<file path="src/design/lrd_pkg.sv">
// Shared constants, payload structs and segment descriptor for the DDA line rasterizer.
package lrd_pkg;

  localparam int COORD_BITS  = 6;
  localparam int FRAC_BITS   = 16;
  localparam int DIV_W       = COORD_BITS + FRAC_BITS;
  localparam int DIV_CNT_W   = $clog2(DIV_W + 1);
  localparam int SLOPE_W     = FRAC_BITS + 2;
  localparam int ACC_W       = COORD_BITS + FRAC_BITS + 2;
  localparam int QUEUE_DEPTH = 2;
  localparam int QPTR_W      = $clog2(QUEUE_DEPTH);
  localparam int QCNT_W      = $clog2(QUEUE_DEPTH + 1);

  typedef struct packed {
    logic [COORD_BITS-1:0] x_start;
    logic [COORD_BITS-1:0] y_start;
    logic [COORD_BITS-1:0] x_end;
    logic [COORD_BITS-1:0] y_end;
  } seg_in_t;

  typedef struct packed {
    logic [COORD_BITS-1:0] pixel_x;
    logic [COORD_BITS-1:0] pixel_y;
    logic                  last_pixel;
  } pixel_out_t;

  typedef struct packed {
    logic                  x_major;
    logic [COORD_BITS-1:0] maj0;
    logic [COORD_BITS-1:0] min0;
    logic [COORD_BITS-1:0] dmaj;
    logic [SLOPE_W-1:0]    slope;
  } seg_desc_t;

endpackage

</file>
<file path="src/design/lrd_front.sv">
// Segment classification and bit-serial slope division.
module lrd_front (
  input  logic              clk_i,
  input  logic              rst_ni,
  input  logic              in_valid_i,
  output logic              in_ready_o,
  input  lrd_pkg::seg_in_t  seg_i,
  output logic              push_o,
  input  logic              full_i,
  output lrd_pkg::seg_desc_t desc_o
);
  import lrd_pkg::*;

  typedef enum logic [2:0] {
    F_IDLE = 3'b001,
    F_DIV  = 3'b010,
    F_PUSH = 3'b100
  } fstate_e;

  fstate_e               state_q, state_d;
  logic [DIV_CNT_W-1:0]  cnt_q, cnt_d;
  logic [DIV_W-1:0]      quo_q, quo_d;
  logic [COORD_BITS-1:0] rem_q, rem_d;
  logic                  x_major_q, x_major_d;
  logic [COORD_BITS-1:0] maj0_q, maj0_d;
  logic [COORD_BITS-1:0] min0_q, min0_d;
  logic [COORD_BITS-1:0] dmaj_q, dmaj_d;
  logic                  neg_q, neg_d;

  logic [COORD_BITS:0]   dx, dy;
  logic [COORD_BITS-1:0] adx, ady, dmin_abs;
  logic                  dx_neg, dy_neg, maj_neg, min_neg, xm;
  logic [COORD_BITS:0]   trial;
  logic                  take;
  logic [FRAC_BITS:0]    mag;
  logic [SLOPE_W-1:0]    slope;

  assign dx     = {1'b0, seg_i.x_end} - {1'b0, seg_i.x_start};
  assign dy     = {1'b0, seg_i.y_end} - {1'b0, seg_i.y_start};
  assign dx_neg = dx[COORD_BITS];
  assign dy_neg = dy[COORD_BITS];
  assign adx    = dx_neg ? COORD_BITS'(-dx) : dx[COORD_BITS-1:0];
  assign ady    = dy_neg ? COORD_BITS'(-dy) : dy[COORD_BITS-1:0];
  assign xm     = adx >= ady;
  assign maj_neg  = xm ? dx_neg : dy_neg;
  assign min_neg  = xm ? dy_neg : dx_neg;
  assign dmin_abs = xm ? ady : adx;

  assign trial = {rem_q, quo_q[DIV_W-1]};
  assign take  = trial >= {1'b0, dmaj_q};

  assign mag   = quo_q[FRAC_BITS:0] + (FRAC_BITS+1)'(!neg_q && (rem_q != '0));
  assign slope = (dmaj_q == '0) ? '0 :
                 neg_q ? SLOPE_W'(-{1'b0, mag}) : {1'b0, mag};

  assign in_ready_o = state_q == F_IDLE;
  assign push_o     = (state_q == F_PUSH) && !full_i;
  assign desc_o     = '{x_major: x_major_q, maj0: maj0_q, min0: min0_q,
                        dmaj: dmaj_q, slope: slope};

  always_comb begin
    state_d   = state_q;
    cnt_d     = cnt_q;
    quo_d     = quo_q;
    rem_d     = rem_q;
    x_major_d = x_major_q;
    maj0_d    = maj0_q;
    min0_d    = min0_q;
    dmaj_d    = dmaj_q;
    neg_d     = neg_q;
    unique case (state_q)
      F_IDLE: begin
        if (in_valid_i) begin
          x_major_d = xm;
          dmaj_d    = xm ? adx : ady;
          neg_d     = (dmin_abs != '0) && (maj_neg ^ min_neg);
          if (xm) begin
            maj0_d = dx_neg ? seg_i.x_end : seg_i.x_start;
            min0_d = dx_neg ? seg_i.y_end : seg_i.y_start;
          end else begin
            maj0_d = dy_neg ? seg_i.y_end : seg_i.y_start;
            min0_d = dy_neg ? seg_i.x_end : seg_i.x_start;
          end
          quo_d   = {dmin_abs, {FRAC_BITS{1'b0}}};
          rem_d   = '0;
          cnt_d   = DIV_CNT_W'(DIV_W);
          state_d = F_DIV;
        end
      end
      F_DIV: begin
        rem_d = take ? COORD_BITS'(trial - {1'b0, dmaj_q}) : trial[COORD_BITS-1:0];
        quo_d = {quo_q[DIV_W-2:0], take};
        cnt_d = cnt_q - 1'b1;
        if (cnt_q == DIV_CNT_W'(1)) begin
          state_d = F_PUSH;
        end
      end
      F_PUSH: begin
        if (!full_i) begin
          state_d = F_IDLE;
        end
      end
      default: state_d = F_IDLE;
    endcase
  end

  always_ff @(posedge clk_i or negedge rst_ni) begin
    if (!rst_ni) begin
      state_q <= F_IDLE;
    end else begin
      state_q <= state_d;
    end
  end

  always_ff @(posedge clk_i) begin
    cnt_q     <= cnt_d;
    quo_q     <= quo_d;
    rem_q     <= rem_d;
    x_major_q <= x_major_d;
    maj0_q    <= maj0_d;
    min0_q    <= min0_d;
    dmaj_q    <= dmaj_d;
    neg_q     <= neg_d;
  end

endmodule

</file>
<file path="src/design/lrd_fifo.sv">
// Short register queue of segment descriptors between front and back.
module lrd_fifo (
  input  logic               clk_i,
  input  logic               rst_ni,
  input  logic               push_i,
  input  lrd_pkg::seg_desc_t desc_i,
  output logic               full_o,
  input  logic               pop_i,
  output logic               valid_o,
  output lrd_pkg::seg_desc_t desc_o
);
  import lrd_pkg::*;

  seg_desc_t         mem_q [QUEUE_DEPTH];
  logic [QPTR_W-1:0] wr_q, rd_q;
  logic [QCNT_W-1:0] cnt_q;

  assign full_o  = cnt_q == QCNT_W'(QUEUE_DEPTH);
  assign valid_o = cnt_q != '0;
  assign desc_o  = mem_q[rd_q];

  always_ff @(posedge clk_i) begin
    if (push_i) begin
      mem_q[wr_q] <= desc_i;
    end
  end

  always_ff @(posedge clk_i or negedge rst_ni) begin
    if (!rst_ni) begin
      wr_q  <= '0;
      rd_q  <= '0;
      cnt_q <= '0;
    end else begin
      if (push_i) begin
        wr_q <= (wr_q == QPTR_W'(QUEUE_DEPTH - 1)) ? '0 : wr_q + 1'b1;
      end
      if (pop_i) begin
        rd_q <= (rd_q == QPTR_W'(QUEUE_DEPTH - 1)) ? '0 : rd_q + 1'b1;
      end
      if (push_i && !pop_i) begin
        cnt_q <= cnt_q + 1'b1;
      end else if (pop_i && !push_i) begin
        cnt_q <= cnt_q - 1'b1;
      end
    end
  end

endmodule

</file>
<file path="src/design/lrd_back.sv">
// Pixel stepper: walks the major axis and accumulates the fixed-point minor coordinate.
module lrd_back (
  input  logic                clk_i,
  input  logic                rst_ni,
  input  logic                q_valid_i,
  input  lrd_pkg::seg_desc_t  desc_i,
  output logic                pop_o,
  output logic                out_valid_o,
  input  logic                out_ready_i,
  output lrd_pkg::pixel_out_t pixel_o
);
  import lrd_pkg::*;

  logic                  busy_q;
  seg_desc_t             desc_q;
  logic [COORD_BITS-1:0] step_q;
  logic [ACC_W-1:0]      acc_q;
  logic                  out_valid_q;
  pixel_out_t            pixel_q;

  logic                  adv, last;
  logic [COORD_BITS+1:0] whole;
  logic [COORD_BITS-1:0] minor, major;

  assign adv   = busy_q && (!out_valid_q || out_ready_i);
  assign last  = step_q == desc_q.dmaj;
  assign pop_o = q_valid_i && (!busy_q || (adv && last));

  assign whole = acc_q[ACC_W-1:FRAC_BITS];
  assign major = desc_q.maj0 + step_q;
  always_comb begin
    if (acc_q[ACC_W-1]) begin
      minor = '0;
    end else if (whole[COORD_BITS+1:COORD_BITS] != 2'b00) begin
      minor = '1;
    end else begin
      minor = whole[COORD_BITS-1:0];
    end
  end

  assign out_valid_o = out_valid_q;
  assign pixel_o     = pixel_q;

  always_ff @(posedge clk_i or negedge rst_ni) begin
    if (!rst_ni) begin
      busy_q      <= 1'b0;
      out_valid_q <= 1'b0;
    end else begin
      if (pop_o) begin
        busy_q <= 1'b1;
      end else if (adv && last) begin
        busy_q <= 1'b0;
      end
      if (adv) begin
        out_valid_q <= 1'b1;
      end else if (out_ready_i) begin
        out_valid_q <= 1'b0;
      end
    end
  end

  always_ff @(posedge clk_i) begin
    if (adv) begin
      pixel_q.pixel_x    <= desc_q.x_major ? major : minor;
      pixel_q.pixel_y    <= desc_q.x_major ? minor : major;
      pixel_q.last_pixel <= last;
    end
    if (pop_o) begin
      desc_q <= desc_i;
      step_q <= '0;
      acc_q  <= {2'b00, desc_i.min0, 1'b1, {(FRAC_BITS-1){1'b0}}};
    end else if (adv) begin
      step_q <= step_q + 1'b1;
      acc_q  <= acc_q + {{COORD_BITS{desc_q.slope[SLOPE_W-1]}}, desc_q.slope};
    end
  end

endmodule

</file>
<file path="src/design/line_rasterizer_dda.sv">
// Top level of the DDA line rasterizer.
// Input channel (in_valid_i / in_ready_o / seg_i) takes one segment per transfer
// as two endpoints. Output channel (out_valid_o / out_ready_i / pixel_o) gives
// one pixel per transfer, stepping along the major axis in increasing order;
// last_pixel marks the final pixel of each segment.
// The front classifies a segment and then runs a one-bit-per-cycle restoring
// divider for the slope, COORD_BITS + FRAC_BITS = 22 quotient bits, then hands
// the descriptor to a two-entry queue, waiting while the queue is full. The
// front takes no new segment until it has pushed the descriptor of the last one.
// The back pops a descriptor and emits one pixel per cycle from a registered
// accumulator while the receiver is ready; a segment has at most 64 pixels.
// When the receiver stalls, the output register holds its pixel and the back
// stops; the queue fills and then the front holds in_ready_o low.
// Reset clears the front state, the queue and the output valid; no segment is
// in flight afterward.
module line_rasterizer_dda (
  input  logic                clk_i,
  input  logic                rst_ni,
  input  logic                in_valid_i,
  output logic                in_ready_o,
  input  lrd_pkg::seg_in_t    seg_i,
  output logic                out_valid_o,
  input  logic                out_ready_i,
  output lrd_pkg::pixel_out_t pixel_o
);
  import lrd_pkg::*;

  logic      push, full, pop, q_valid;
  seg_desc_t desc_in, desc_out;

  lrd_front u_front (
    .clk_i      (clk_i),
    .rst_ni     (rst_ni),
    .in_valid_i (in_valid_i),
    .in_ready_o (in_ready_o),
    .seg_i      (seg_i),
    .push_o     (push),
    .full_i     (full),
    .desc_o     (desc_in)
  );

  lrd_fifo u_fifo (
    .clk_i   (clk_i),
    .rst_ni  (rst_ni),
    .push_i  (push),
    .desc_i  (desc_in),
    .full_o  (full),
    .pop_i   (pop),
    .valid_o (q_valid),
    .desc_o  (desc_out)
  );

  lrd_back u_back (
    .clk_i       (clk_i),
    .rst_ni      (rst_ni),
    .q_valid_i   (q_valid),
    .desc_i      (desc_out),
    .pop_o       (pop),
    .out_valid_o (out_valid_o),
    .out_ready_i (out_ready_i),
    .pixel_o     (pixel_o)
  );

endmodule

</file>
<file path="config.mk">
export PLATFORM = sky130hd
export DESIGN_NAME = line_rasterizer_dda
export DESIGN_NICKNAME = d
export VERILOG_FILES = /design/src/design/lrd_pkg.sv /design/src/design/lrd_front.sv /design/src/design/lrd_fifo.sv /design/src/design/lrd_back.sv /design/src/design/line_rasterizer_dda.sv
export SDC_FILE = /design/constraint.sdc
export NUM_CORES = 1
export LEC_CHECK = 0
export BUFFER_PORTS_ARGS = -buffer_cell sky130_fd_sc_hd__buf_2
export CAP_MARGIN = 25
export CELL_PAD_IN_SITES_DETAIL_PLACEMENT = 0
export CELL_PAD_IN_SITES_GLOBAL_PLACEMENT = 1
export CORE_ASPECT_RATIO = 1.4
export CORE_MARGIN = 8
export CORE_UTILIZATION = 51
export CTS_CLUSTER_SIZE = 28
export DETAILED_ROUTE_END_ITERATION = 10
export HOLD_SLACK_MARGIN = 0.15
export PLACE_DENSITY_LB_ADDON = 0.1
export SLEW_MARGIN = 20
export SYNTH_ARGS = -nofsm -noshare
export SYNTH_HDL_FRONTEND = slang
export SYNTH_SLANG_ARGS = --single-unit
</file>
<file path="constraint.sdc">
create_clock -name clk_i -period 5.1 [get_ports clk_i]
set_clock_uncertainty 0.2 [all_clocks]
set_input_delay 0.51 -clock clk_i [delete_from_list [all_inputs] [get_ports clk_i]]
set_output_delay 0.51 -clock clk_i [all_outputs]
set_load 0.005 [all_outputs]
</file>
==> Word-level counts from Yosys, hierarchy flattened <==
Memories as Yosys holds them, arrays and structs flattened.
Index checks and enable logic that the tools add are counted.
{ "op_classes": {"eq_ne": 9, "muxes": 41, "reduce_logical": 29, "bitwise_logic": 1, "n_addsub": 15, "n_lt_le_gt_ge": 2} }
{ "ops": {"columns": ["op", "n"], "rows": [
  ["$mux W6", 16],
  ["$mux W22", 3],
  ["$pmux W22 S2", 1],
  ["$mux W18", 2],
  ["$add A24 B24 Y24", 1],
  ["$neg A17 Y18", 1],
  ["$add A17 B1 Y17", 1],
  ["$reduce_bool A2 Y1", 7],
  ["$sub A6 B6 Y7", 2],
  ["$neg A6 Y6", 2],
  ["$pmux W6 S2", 1],
  ["$reduce_bool A6 Y1", 2],
  ["$mux W1", 10],
  ["$pmux W5 S2", 1],
  ["$mux W3", 3],
  ["$pmux W3 S3", 1],
  ["$logic_and A1 B1 Y1", 8],
  ["$ge A7 B6 Y1", 1],
  ["$add A6 B1 Y6 const B", 1],
  ["$add A6 B6 Y6", 1],
  ["$eq A6 B6 Y1", 1],
  ["$ge A6 B6 Y1", 1],
  ["$logic_not A1 Y1", 6],
  ["$logic_not A6 Y1", 1],
  ["18 further kinds", 23]
]} }
{ "totals": {"mem_count": 1, "word_cells": 122, "ramBits": 74, "in_bits": 28, "output_inout_bits": 15, "ff_bits": 136} }
{ "memory_table": {"columns": ["memory", "words", "word_bits", "read_ports", "rd_ports_with_merged_regs", "wr", "line_no", "rtl"], "rows": [
  ["u_fifo.mem_q", 2, 37, 1, 0, 1, "lrd_fifo.sv:14", "seg_desc_t mem_q [QUEUE_DEPTH];"]
]} }

==> Logic depth before layout (Yosys ltp) <==
{ "depth": {"ltp_word": 9, "depth_mapped": 21, "depth_no_buf": 19} }

==> Cells and area by module <==
From an unflattened synthesis, not the netlist that was laid out.
{ "unflattened": {"cells_unflattened": 1084, "hier_area_um2": 11935.2} }
{ "modules_own_cells": {"columns": ["mod", "cells_per_inst", "seq_area_each_um2", "area_per_inst_um2", "instances"], "rows": [
  ["lrd_front", 557, 1667.8, 4941.0, 1],
  ["lrd_back", 396, 2031.9, 4052.6, 1],
  ["lrd_fifo", 131, 2322.2, 2941.6, 1]
]} }

==> Worst setup path before layout <==
Ideal clock, no wire load.
{ "synth_timing": {"kind": "input port to flip-flop", "start": "input port seg_i[6] in the netlist's numbering", "end": "register u_front.quo_q[18], data pin", "arrival_ns": 4.090, "path_stages": 19, "slack_ns": 0.539, "n_path_buf": 2, "path_cell_list": "inv_1 -> ha_1 -> fa_1 -> nor2b_1 -> o21ai_0 -> a21oi_1 -> o21ai_0 -> nand2b_1 -> clkbuf_1 -> mux2i_1 -> inv_1 -> ha_1 -> a21o_1 -> a21o_1 -> a21oi_1 -> o21a_1 -> buf_1 -> mux2i_1 -> a21oi_1"} }
{ "synth_via": {"elab_chain_cells": 7} }
{ "synth_lines": {"columns": ["item", "line_no", "rtl"], "rows": [
  ["from (decl)", "line_rasterizer_dda.sv:21", "input lrd_pkg::seg_in_t seg_i,"],
  ["$sub A6 B6 Y7 *", "lrd_front.sv:38", "assign dx = {1'b0, seg_i.x_end} - {1'b0, seg_i.x_start};"],
  ["$neg A6 Y6", "lrd_front.sv:42", "assign adx = dx_neg ? COORD_BITS'(-dx) : dx[COORD_BITS-1:0];"],
  ["$mux W6 *", "lrd_front.sv:42", null],
  ["$ge A6 B6 Y1", "lrd_front.sv:44", "assign xm = adx >= ady;"],
  ["$mux W6 *", "lrd_front.sv:47", "assign dmin_abs = xm ? ady : adx;"],
  ["$mux W22 *", "lrd_front.sv:73", "if (in_valid_i) begin"],
  ["$pmux W22 S2 *", "lrd_front.sv:71", "unique case (state_q)"],
  ["net u_front.quo_d[18]", "lrd_front.sv:22", "logic [DIV_W-1:0] quo_q, quo_d;"],
  ["to (signal assigned)", "lrd_front.sv:117", "quo_q <= quo_d;"],
  ["to (decl)", "lrd_front.sv:22", null]
]} }
The timed path passes the listed nets; every way through them passes the cells marked *. The select of a mux whose other input is x is not followed.
A chain may end at the register's enable or synchronous reset.

==> Final worst setup path <==
{ "layout_timing": {"start": "input port seg_i[0] in the netlist's numbering", "end": "register u_front.neg_q, data pin"} }
{ "layout_via": {"elab_chain_cells": 7, "elab_cells_between_ends": 10, "cone_classes": "add/sub: 2; order compare: 1; mux: 4; bitwise: 1; reduce/logical: 2"} }
{ "layout_lines": {"columns": ["item", "line_no", "rtl"], "rows": [
  ["$sub A6 B6 Y7 *", "lrd_front.sv:39", "assign dy = {1'b0, seg_i.y_end} - {1'b0, seg_i.y_start};"],
  ["$neg A6 Y6", "lrd_front.sv:43", "assign ady = dy_neg ? COORD_BITS'(-dy) : dy[COORD_BITS-1:0];"],
  ["$mux W6", "lrd_front.sv:43", null],
  ["$ge A6 B6 Y1", "lrd_front.sv:44", null],
  ["$mux W6, or another cell as far along", "lrd_front.sv:47", null],
  ["$reduce_bool A6 Y1 or $xor A1 B1 Y1 (tied branches)", "lrd_front.sv:76", "neg_d = (dmin_abs != '0) && (maj_neg ^ min_neg);"],
  ["$logic_and A1 B1 Y1 *", "lrd_front.sv:76", null],
  ["to (signal assigned)", "lrd_front.sv:123", "neg_q <= neg_d;"],
  ["to (decl)", "lrd_front.sv:28", "logic neg_q, neg_d;"]
]} }
Every way passes the cells marked *; elsewhere a longest branch is shown, timed or not.

==> flow_summary.ini <==
[pwr]
leakagePower_nw = 5.11
total_power_w = 0.00680
ir_worst_vdd_mv = 0.336
p_sw_w = 0.00238
clockPowerShare_pct = 22.5
cell_internal_pwr_w = 0.00443
power_density_nw_per_um2 = 517
switching_share_pct = 34.9
p_comb_share_pct = 37.2
seq_power_share_pct = 40.3

[synth]
post-synth-top-count-cell = edfxtp_1
synth.yosys.seq_area_share_pct = 50.6
ys.flop_type = edfxtp_1
ys_types = 80
synthTopCellsByCount = edfxtp_1, nor2_1, nand2_1
synth_nets = 1179
yosysTopAreaCell = edfxtp_1
synth_edf_count = 177
synth_area_per_cell_sq_um = 11.0
yosysWarnings = 0
netlist_instances = 1085
synth.area.top_cells = edfxtp_1, ha_1, mux2_2
syn_area_sq_um = 11900
synth_seq_cells = 210
async_flop_share_pct = 4.29
yosys.area.top_type_share_pct = 44.7

[route]
wirelength_mm = 23.4
dr.pass1.iters = 4
vias_per_cell = 5.40
ant_nets = 0
drt-wirelength-per-cell_um = 16.1
drtIter0Drc = 215
vias = 7839
drc_errors = 0

[timing]
setup_viol = 0
worstMarginPinSlew_ns = 0.813
post-route-min-period_ns = 4.24
rsz0062_at_grt = false
max_slew_margin_pct = 45.8
drv_slew = 0
fin_ws_ns = 0.861
fin_tns_setup_ns = 0
min_period_over_period_pct = 83.1
hold_violations = 0
fmax_mhz = 236

[die]
die_w_um = 145
rows = 66
fp.dieH_um = 197
dieArea_sq_um = 28500
initial_utilization_pct = 51.6
core_area_sq_um = 23000
io_pins = 43

[setup_path]
worstPathCellList = buf_2, inv_1, ha_1, fa_1, nor2b_1, o21ai_0, and2_1, and3_1, a221oi_1, a21oi_1, nor2b_1, inv_1, ha_1, nand2_1, o21a_1, inv_1, o311ai_0, nor4_1, o32ai_1
cp_top_family = compound AO/OA/AOI/OAI gates
cp_slowest_stage_delay_ns = 0.45
critPathSlowestCell = a221oi_1
critPathBufInv = 4
cp_max_fo = 13
worstReg2RegEnd = u_fifo.mem_q[1][15]
endpoint_kind = flop
crit_arrival_ns = 4.27
cp_common_cell = inv_1
reg2reg_from = u_front.rem_q[0]
worstSetupPathType = input port to flop
r2r_cells = 12
cp-start-kind = input port
ff2ff_setup_slack_ns = 1.13
cp.required_ns = 5.13

[finish]
synthToLayoutAreaGrowth_pct = 10.7
nets = 1225
num_antenna_cells = 0
fillerInstances = 1992
final_layout_size_suffix_gt1_share_pct = 14.1
fin_area_sq_um = 13200
instances_no_fill = 1451

[global_route]
grt_pass1_wl_mm = 39.0
grt_pass1_vias = 7837
antenna_found_initial = 0
grt_usage_pct = 16.3
overflow = 0
grt_max_degree = 39

[clock_tree]
clkTransAtPathRegs_ns = 0.07
cts_root_buf = clkbuf_16
cts.repair.resized = 0
clk_latency_ns = 0.49
cts_made_buffers = 21
h-tree-depth = 1
clock-sinks = 210
cts_tree = done
clockBufferDepth = 3
cts_post_setup_buffers_inserted = 0

[place]
dpl.hpwl_mm = 17.2
routabilityCongestion = 0.849
place.port_buffers = 42
dpl_cell_area_sq_um = 12500
dp_cells = 1411
dp_slack_ns = 0.382

[hold_path]
hold_class = input port to asynchronous set/reset pin

[run]
cap_viol_max_count = 0

[run_status]
status = finished clean
-- stage by stage --
stage          hold slack (ns)  util (%)
2_1_floorplan           0.0144         -
3_3_place_gp             0.196      54.0
3_5_place_dp             0.198      54.1
4_1_cts                  0.206      57.1
5_1_grt                  0.238      57.2
6_report                 0.229      57.2
-- power by group through the flow --
stage,Combinational (W),Sequential [W],Clock (W)
floorplan,0.00203,0.00264,0
global placement,0.00253,0.00277,0
detailed placement,0.00255,0.00278,0
CTS,0.00257,0.00275,0.00157
global route,0.00289,0.00279,0.00164
finish,0.00253,0.00274,0.00153
-- what timing repair did --
action                                  in CTS  in global routing
endpoints found under the hold margin       10                  0
endpoints found under the setup margin       0                  0
hold buffers                                 2                  0
-- cell usage in the layout (no fill, tap or decap), types with 42 or more instances in the layout --
cell type	n
edfxtp_1	177
nor2_1	97
nand2_1	78
a21oi_1	68
inv_1	64
ha_1	61
o21ai_0	51
xnor2_1	44
mux2_2	44
buf_2	42
-- worst max-delay path by stage --
| stage | startpoint | to | slack (ns) | cells after the start |
|---|---|---|---|---|
| 2_1_floorplan | seg_i[6] | u_front.quo_q[18] | 0.54 | 19 |
| 3_3_place_gp | seg_i[0] | u_front.neg_q | 0.44 | 19 |
| 3_5_place_dp | seg_i[0] | u_front.neg_q | 0.38 | 19 |
| 4_1_cts | seg_i[0] | u_front.neg_q | 0.90 | 19 |
| 5_1_grt | seg_i[0] | u_front.neg_q | 0.54 | 19 |
| 6_report | seg_i[0] | u_front.neg_q | 0.86 | 19 |
-- logic make-up after synthesis --
| kind of cell | count (synthesis) | share of synthesized area [%] |
|---|---|---|
| adder cells (fa/ha/maj) | 66 | 7.26 |
| AND/OR/NAND/NOR | 324 | 13.4 |
| buffers and inverters | 106 | 3.80 |
| flip-flops | 210 | 50.6 |
| multiplexers | 83 | 7.45 |
| XOR/XNOR | 73 | 5.38 |
| AO/OA/AOI/OAI | 223 | 12.1 |
-- area by class of cell --
cell class / instances / area [sq um] / share of cell area (%)
clock buffer: 26 / 544 / 4.13
clock inverter: 11 / 131 / 0.998
inverter: 65 / 244 / 1.85
multi-input combinational: 769 / 5440 / 41.3
sequential: 210 / 6020 / 45.7
tap: 306 / 383 / 2.91
timing repair buffer: 64 / 400 / 3.04
-- registers in the layout, summed over array words and instances (netlist names) --
signal,count
u_back.out_valid_o,1
u_front.x_major_q,1
u_front.cnt_q,5
u_front.quo_q,22
u_front.maj0_q,6
u_back.pixel_o,13
u_fifo.cnt_q,2
u_fifo.wr_q,1
u_front.dmaj_q,6
u_back.acc_q,24
u_front.min0_q,6
u_back.desc_q,31
u_front.state_q,3
u_front.rem_q,6
u_fifo.rd_q,1
u_back.busy_q,1
u_back.step_q,6
u_front.neg_q,1
u_fifo.mem_q,74
-- routing by layer --
metal	up-vias	wire length, um	track usage, %
met2	71	12000	29.9
li1	4042	-	-
met3	35	580	2.11
met1	3691	10300	19.4
met5	-	0	0
met4	0	504	4.91
(Power assumes the default switching activity.)
